<file path="config.mk">
export PLATFORM = sky130hd
export DESIGN_NAME = hsv_to_rgb_converter
export DESIGN_NICKNAME = d
export VERILOG_FILES = /design/src/design/hsv2rgb_pkg.sv /design/src/design/hsv_to_rgb_converter.sv /design/src/design/hsv2rgb_pqt.sv
export SDC_FILE = /design/constraint.sdc
export NUM_CORES = 2
export LEC_CHECK = 0
export ABC_AREA = 0
export BUFFER_PORTS_ARGS = -buffer_cell sky130_fd_sc_hd__buf_2
export CAP_MARGIN = 20
export CORE_ASPECT_RATIO = 0.5
export CORE_MARGIN = 1
export CORE_UTILIZATION = 50
export CTS_CLUSTER_DIAMETER = 50
export CTS_CLUSTER_SIZE = 8
export DETAILED_ROUTE_END_ITERATION = 8
export HOLD_SLACK_MARGIN = 0.12
export PLACE_DENSITY_LB_ADDON = 0.12
export SLEW_MARGIN = 20
export SYNTH_ARGS = -nofsm -noshare
export SYNTH_HDL_FRONTEND = slang
export SYNTH_HIERARCHICAL = 1
export SYNTH_SLANG_ARGS = --single-unit
</file>
<file path="constraint.sdc">
create_clock -name clk -period 9.3 [get_ports clk]
set_input_delay 1.395 -clock clk [delete_from_list [all_inputs] [get_ports clk]]
set_output_delay 1.395 -clock clk [all_outputs]
set_load 0.1 [all_outputs]
</file>
<file path="src/design/hsv2rgb_pkg.sv">
// ----------------------------------------------------------------------------
// hsv2rgb_pkg
// Shared types, constants and helpers for the HSV to RGB converter.
// ----------------------------------------------------------------------------
package hsv2rgb_pkg;

  localparam int FX_W = 17;
  localparam logic [FX_W-1:0] FX_ONE = 17'h10000;

  localparam logic [2:0] SEC_0 = 3'd0;
  localparam logic [2:0] SEC_1 = 3'd1;
  localparam logic [2:0] SEC_2 = 3'd2;
  localparam logic [2:0] SEC_3 = 3'd3;
  localparam logic [2:0] SEC_4 = 3'd4;

  typedef struct packed {
    logic [16:0] alpha;
    logic [15:0] hue;
    logic [16:0] saturation;
    logic [16:0] brightness;
  } hsv_word_t;

  typedef struct packed {
    logic [7:0] alpha_byte;
    logic [7:0] red;
    logic [7:0] green;
    logic [7:0] blue;
  } argb_word_t;

  typedef struct packed {
    logic [FX_W-1:0] p;
    logic [FX_W-1:0] q;
    logic [FX_W-1:0] t;
  } pqt_t;

  function automatic logic [FX_W-1:0] sat_one(input logic [FX_W-1:0] x);
    sat_one = (x > FX_ONE) ? FX_ONE : x;
  endfunction

  // floor(x * 255 / 65536) as (x << 8) - x
  function automatic logic [7:0] to_byte(input logic [FX_W-1:0] x);
    logic [24:0] prod;
    prod = {x, 8'd0} - 25'(x);
    to_byte = prod[23:16];
  endfunction

endpackage

</file>
<file path="src/design/hsv_to_rgb_converter.sv">
// ----------------------------------------------------------------------------
// hsv_to_rgb_converter
// HSV to ARGB pixel converter, five register stages, one pixel per clock.
// ----------------------------------------------------------------------------
// Accepts one pixel word every clock (busy is always low) and returns its ARGB
// word through the five register stages as a single-cycle out_valid pulse; the
// receiver must take it then, there is no back pressure. The stages are, in
// order: input scaling and hue split, f*S products, the three V multipliers,
// sector select, and byte scaling.
module hsv_to_rgb_converter (
  input  logic                    clk,
  input  logic                    rst_n,
  input  logic                    start,
  output logic                    busy,
  input  hsv2rgb_pkg::hsv_word_t  in_pixel,
  output logic                    out_valid,
  output hsv2rgb_pkg::argb_word_t out_pixel
);
  import hsv2rgb_pkg::*;

  logic            accept;
  logic [18:0]     h6;

  // stage 1
  logic            s1_valid_r;
  logic [7:0]      s1_alpha_r, s1_alpha_nxt;
  logic [2:0]      s1_sector_r;
  logic [15:0]     s1_frac_r;
  logic [FX_W-1:0] s1_sat_r, s1_sat_nxt;
  logic [FX_W-1:0] s1_val_r, s1_val_nxt;

  // stages 2..3 side data
  logic            s2_valid_r, s3_valid_r;
  logic [7:0]      s2_alpha_r, s3_alpha_r;
  logic [2:0]      s2_sector_r, s3_sector_r;
  logic            s2_grey_r, s3_grey_r;
  logic [FX_W-1:0] s2_val_r, s3_val_r;
  pqt_t            terms;

  // stage 4
  logic            s4_valid_r;
  logic [7:0]      s4_alpha_r;
  logic [FX_W-1:0] s4_red_r, s4_red_nxt;
  logic [FX_W-1:0] s4_grn_r, s4_grn_nxt;
  logic [FX_W-1:0] s4_blu_r, s4_blu_nxt;

  // stage 5
  logic            out_valid_r;
  argb_word_t      out_pixel_r, out_pixel_nxt;

  assign busy   = 1'b0;
  assign accept = start & ~busy;

  always_comb begin
    s1_alpha_nxt = to_byte(sat_one(in_pixel.alpha));
    s1_sat_nxt   = sat_one(in_pixel.saturation);
    s1_val_nxt   = sat_one(in_pixel.brightness);
    h6           = {1'b0, in_pixel.hue, 2'b00} + {2'b00, in_pixel.hue, 1'b0};
  end

  always_ff @(posedge clk) begin
    s1_alpha_r  <= s1_alpha_nxt;
    s1_sector_r <= h6[18:16];
    s1_frac_r   <= h6[15:0];
    s1_sat_r    <= s1_sat_nxt;
    s1_val_r    <= s1_val_nxt;
  end

  hsv2rgb_pqt u_pqt (
    .clk   (clk),
    .frac  (s1_frac_r),
    .sat   (s1_sat_r),
    .val   (s1_val_r),
    .terms (terms)
  );

  always_ff @(posedge clk) begin
    s2_alpha_r  <= s1_alpha_r;
    s2_sector_r <= s1_sector_r;
    s2_grey_r   <= (s1_sat_r == '0);
    s2_val_r    <= s1_val_r;
    s3_alpha_r  <= s2_alpha_r;
    s3_sector_r <= s2_sector_r;
    s3_grey_r   <= s2_grey_r;
    s3_val_r    <= s2_val_r;
  end

  always_comb begin
    if (s3_grey_r) begin
      s4_red_nxt = s3_val_r;
      s4_grn_nxt = s3_val_r;
      s4_blu_nxt = s3_val_r;
    end else begin
      unique case (s3_sector_r)
        SEC_0: begin
          s4_red_nxt = s3_val_r; s4_grn_nxt = terms.t;  s4_blu_nxt = terms.p;
        end
        SEC_1: begin
          s4_red_nxt = terms.q;  s4_grn_nxt = s3_val_r; s4_blu_nxt = terms.p;
        end
        SEC_2: begin
          s4_red_nxt = terms.p;  s4_grn_nxt = s3_val_r; s4_blu_nxt = terms.t;
        end
        SEC_3: begin
          s4_red_nxt = terms.p;  s4_grn_nxt = terms.q;  s4_blu_nxt = s3_val_r;
        end
        SEC_4: begin
          s4_red_nxt = terms.t;  s4_grn_nxt = terms.p;  s4_blu_nxt = s3_val_r;
        end
        default: begin
          s4_red_nxt = s3_val_r; s4_grn_nxt = terms.p;  s4_blu_nxt = terms.q;
        end
      endcase
    end
  end

  always_ff @(posedge clk) begin
    s4_alpha_r <= s3_alpha_r;
    s4_red_r   <= s4_red_nxt;
    s4_grn_r   <= s4_grn_nxt;
    s4_blu_r   <= s4_blu_nxt;
  end

  always_comb begin
    out_pixel_nxt.alpha_byte = s4_alpha_r;
    out_pixel_nxt.red        = to_byte(s4_red_r);
    out_pixel_nxt.green      = to_byte(s4_grn_r);
    out_pixel_nxt.blue       = to_byte(s4_blu_r);
  end

  always_ff @(posedge clk) begin
    out_pixel_r <= out_pixel_nxt;
  end

  always_ff @(posedge clk) begin
    if (!rst_n) begin
      s1_valid_r  <= 1'b0;
      s2_valid_r  <= 1'b0;
      s3_valid_r  <= 1'b0;
      s4_valid_r  <= 1'b0;
      out_valid_r <= 1'b0;
    end else begin
      s1_valid_r  <= accept;
      s2_valid_r  <= s1_valid_r;
      s3_valid_r  <= s2_valid_r;
      s4_valid_r  <= s3_valid_r;
      out_valid_r <= s4_valid_r;
    end
  end

  assign out_valid = out_valid_r;
  assign out_pixel = out_pixel_r;

endmodule

</file>
<file path="src/design/hsv2rgb_pqt.sv">
// ----------------------------------------------------------------------------
// hsv2rgb_pqt
// Two-stage datapath forming the p, q and t terms from f, S and V.
// ----------------------------------------------------------------------------
module hsv2rgb_pqt (
  input  logic                   clk,
  input  logic [15:0]            frac,
  input  logic [16:0]            sat,
  input  logic [16:0]            val,
  output hsv2rgb_pkg::pqt_t      terms
);
  import hsv2rgb_pkg::*;

  logic [FX_W-1:0] fs_r, fs_nxt;
  logic [FX_W-1:0] ft_r, ft_nxt;
  logic [FX_W-1:0] ks_r, ks_nxt;
  logic [FX_W-1:0] val_r;
  pqt_t            terms_r, terms_nxt;

  logic [32:0]     prod_fs;
  logic [33:0]     prod_ft;
  logic [FX_W-1:0] kq, kt;
  logic [33:0]     prod_p, prod_q, prod_t;

  // stage A: f*S, (1-f)*S and 1-S
  always_comb begin
    prod_fs = 33'(frac) * 33'(sat);
    prod_ft = 34'(FX_ONE - 17'(frac)) * 34'(sat);
    fs_nxt  = prod_fs[32:16];
    ft_nxt  = prod_ft[32:16];
    ks_nxt  = FX_ONE - sat;
  end

  always_ff @(posedge clk) begin
    fs_r  <= fs_nxt;
    ft_r  <= ft_nxt;
    ks_r  <= ks_nxt;
    val_r <= val;
  end

  // stage B: scale by V
  always_comb begin
    kq          = FX_ONE - fs_r;
    kt          = FX_ONE - ft_r;
    prod_p      = 34'(val_r) * 34'(ks_r);
    prod_q      = 34'(val_r) * 34'(kq);
    prod_t      = 34'(val_r) * 34'(kt);
    terms_nxt.p = prod_p[32:16];
    terms_nxt.q = prod_q[32:16];
    terms_nxt.t = prod_t[32:16];
  end

  always_ff @(posedge clk) begin
    terms_r <= terms_nxt;
  end

  assign terms = terms_r;

endmodule

</file>
==> impl_results.md <==
- H-tree depth: 2
- CTS tree: done
- Number of fill cells: ~10k
- Post-CTS resize count: 0
- CP peak stage delay: 710 ps
- Hold path startpoint: s2_alpha_r[3]
- Setup crit end kind: flip-flop
- Total CTS buffers: between 50 and 60
- DRT Pass-1 Iters: 6
- Gpl congestion: 0.921
- CTS Hold Bufs: 0
- Vias/cell: between 5 and 6
- Slowest CP cell: xor2_1
- Setup repair bufs after CTS: 0
- Worst r2r path cells: 23
- Final WL: 152 mm
- Initial core utilization: slightly above 50%
- Port Buf Inserts: 102
- FMAX: 127 MHz
- Clock Skew: 35.1 ps
- Post-synth EDFFs: 0
- Final period util: 84.7%
- Multi-input logic area: 43500 um^2
- Drt drc: 0
- Synth top area cells: fa_1 39%, ha_1 13%, dfxtp_1 12%
- First-pass GRT wire length: ~240 mm
- Cell mode on critical path: fa_1
- Post-Syn Instances: 6300
- Worst EP required: ~9800 ps
- Die footprint: between 100000 and 150000 um^2
- Max Fanout on Critical Path: 19
- Syn_area_per_cell: 8.96 um^2
- DR vias: 41.3k
- FFs w/ async S/R, synth: 0%
- Yosys reg bits: 333
- Critical Path AT: 8360 ps
- Max Cap Viol: 0
- Share of layout cells above drive strength 1: between 5 and 6%
- I/O Pins: 104
- RSZ-0062 raised after global routing: no
- Total track usage: about 27%
- Sink Count: 333
- CP startpoint kind: flip-flop
- Fin. max-slew vios: 0
- CP Launch Point: u_pqt/fs_r[0]
- Core Footprint: 111000 um^2
- DR WL/cell: 19.5 um
- Slew headroom: 20.6%
- GR Overflow Total: 0
- Row count: 86
- DR iter-0 viols: 2592
- Fin crit period: 7880 ps
- Setup Viol. Count Final: 0
- Top Family by Delay on Critical Path: adder cells
- Synth cell types: 85
- Final Hold Fails: 0
- Synth-to-Final Area Change: 6.65%
- Outcome: finished clean
- Hold path cells: 0
- Initial antenna violation count: 2
- DP Wirelength: approximately 120 mm
- Least-Margin Pin Slew: roughly 1200 ps
- YS warnings: 6
- Post-layout nets: 7998
- Hold WC Path Type: flip-flop to flip-flop
- Primary FF master, synth: dfxtp_1
- Cell breakdown of the critical path: inv_1 > ha_1 > or3b_4 > nor4_4 > nand3b_1 > xor2_1 > nand2_1 > fa_1 > fa_1 > inv_1 > fa_1 > fa_1 > fa_1 > fa_1 > ha_1 > nand4_1 > a21oi_1 > nand3_1 > o211ai_1 > nor2_1 > o21ai_0 > o221ai_1 > xnor2_1
- Die span in y: approximately 240 um
- CTS Buffer Depth: 3
- Post-synthesis sequential area ratio: 11.8%
- WP buf/inv: 2
- Final ANT Viol Nets: 0
- Diode count: 0
- Critical path depth in cells: 23
- Yosys top cell by area: fa_1
- Clock slew at reported path FFs: roughly 50 ps
- Vias in the first global route: 44.3k
- Post-synth top area share: about two fifths
- Die W: between 400 and 500 um
- Clk_lat worst skew: ~610 ps
- Setup TNS: 0 ps
- Sequential cell area: roughly 6700 um^2
- CTS Root Cell: clkbuf_16
- Worst setup path category: flip-flop to flip-flop
- R2R Path Start: u_pqt/fs_r[0]
- Post-synthesis cell area: 56400 um^2
- Largest net degree at the start of global routing: 73
==> final cells by class <==
class	count	area share (%)
sequential	333	11.1
tap	1496	3.11
clock buffer	58	2.25
inverter	1387	8.65
clock inverter	11	0.324
multi-input combinational	4278	72.2
timing repair buffer	219	2.35
==> worst reg2reg max path: stages (launching register included) <==
cell and delay (ps):
dfxtp_1 540, inv_1 140, ha_1 210, or3b_4 440, nor4_4 240, nand3b_1 130, xor2_1 710, nand2_1 190
fa_1 540, fa_1 510, inv_1 60, fa_1 500, fa_1 430, fa_1 520, fa_1 420, ha_1 360
nand4_1 140, a21oi_1 200, nand3_1 100, o211ai_1 400, nor2_1 160, o21ai_0 420, o221ai_1 240, xnor2_1 160
==> synthesized netlist by cell type, types with 18 or more instances <==
cell type  instances
dfxtp_1          333
xnor2_1          133
ha_1             565
and3_1            33
nor4_1            36
o21ai_0           77
mux2i_1           71
nand2b_1          20
nor2b_1           57
nand3_1           25
o22a_1            34
nand2_1          977
a21oi_1          150
nor3_1            41
xor2_1            51
and2_1           512
a21o_1            49
nor2_1           142
buf_1             18
clkbuf_1         276
a22oi_1           19
inv_1           1386
fa_1            1092
==> logic make-up after synthesis <==
family / Yosys count / share of synthesized area (%)
other cells: 1 / 0.00664
flops: 333 / 11.8
buf+inv: 1691 / 11.3
compound gates: 441 / 5.08
fa+ha+maj: 1657 / 51.3
simple gates: 1919 / 16.4
xor+xnor: 186 / 2.91
mux: 72 / 1.29
==> through the flow <==
stage	instance area [um^2]	worst slack [ps]	util, %	instances	hold WS, ps
4_1_cts	60200	1540	54.2	7782	319
6_report	60200	1420	54.2	7782	319
2_1_floorplan	56500	2150	-	6302	310
3_3_place_gp	58600	1740	52.8	7713	310
3_5_place_dp	58600	1560	52.8	7713	312
5_1_grt	60200	985	54.2	7782	323
==> placed cells by master (no fill, tap or decap), types with 57 or more instances in the layout <==
cell type,instances
dfxtp_1,311
o21ai_0,77
mux2i_1,71
buf_4,115
nor2_1,142
nand2_1,977
buf_2,102
ha_1,565
nor2b_1,57
and2_1,512
inv_1,1386
a21oi_1,150
fa_1,1092
xnor2_1,132
==> sequential cells by signal, summed over array words and instances (netlist names), 3 cells and up <==
register / count
s1_sector_r: 3
s3_sector_r: 3
s1_val_r: 17
out_pixel: 32
s4_blu_r: 17
u_pqt/ks_r: 17
u_pqt/val_r: 17
s1_frac_r: 15
s2_sector_r: 3
u_pqt/fs_r: 17
s2_alpha_r: 8
s4_red_r: 17
s2_val_r: 17
s3_val_r: 17
s1_alpha_r: 8
u_pqt/terms: 51
s3_alpha_r: 8
s4_alpha_r: 8
u_pqt/ft_r: 17
s1_sat_r: 17
s4_grn_r: 17
==> layer usage <==
metal / wire length [um] / global-route usage (%) / up-vias
li1: - / - / 18766
met1: 67500 / 37.7 / 20886
met2: 69700 / 45.3 / 1392
met3: 10900 / 4.36 / 209
met4: 3890 / 7.04 / 2
met5: 13 / 0 / -
==> final timing paths <==
path / endpoint / slack, ps
worst max-delay path: u_pqt/terms[30] / 1420
worst min-delay path: s3_alpha_r[3] / 320
worst max register to register: u_pqt/terms[30] / 1420
worst min register to register: s3_alpha_r[3] / 320
Power is not shown: default switching activity piles up to over one toggle a cycle in this logic, so the estimate is an artifact.
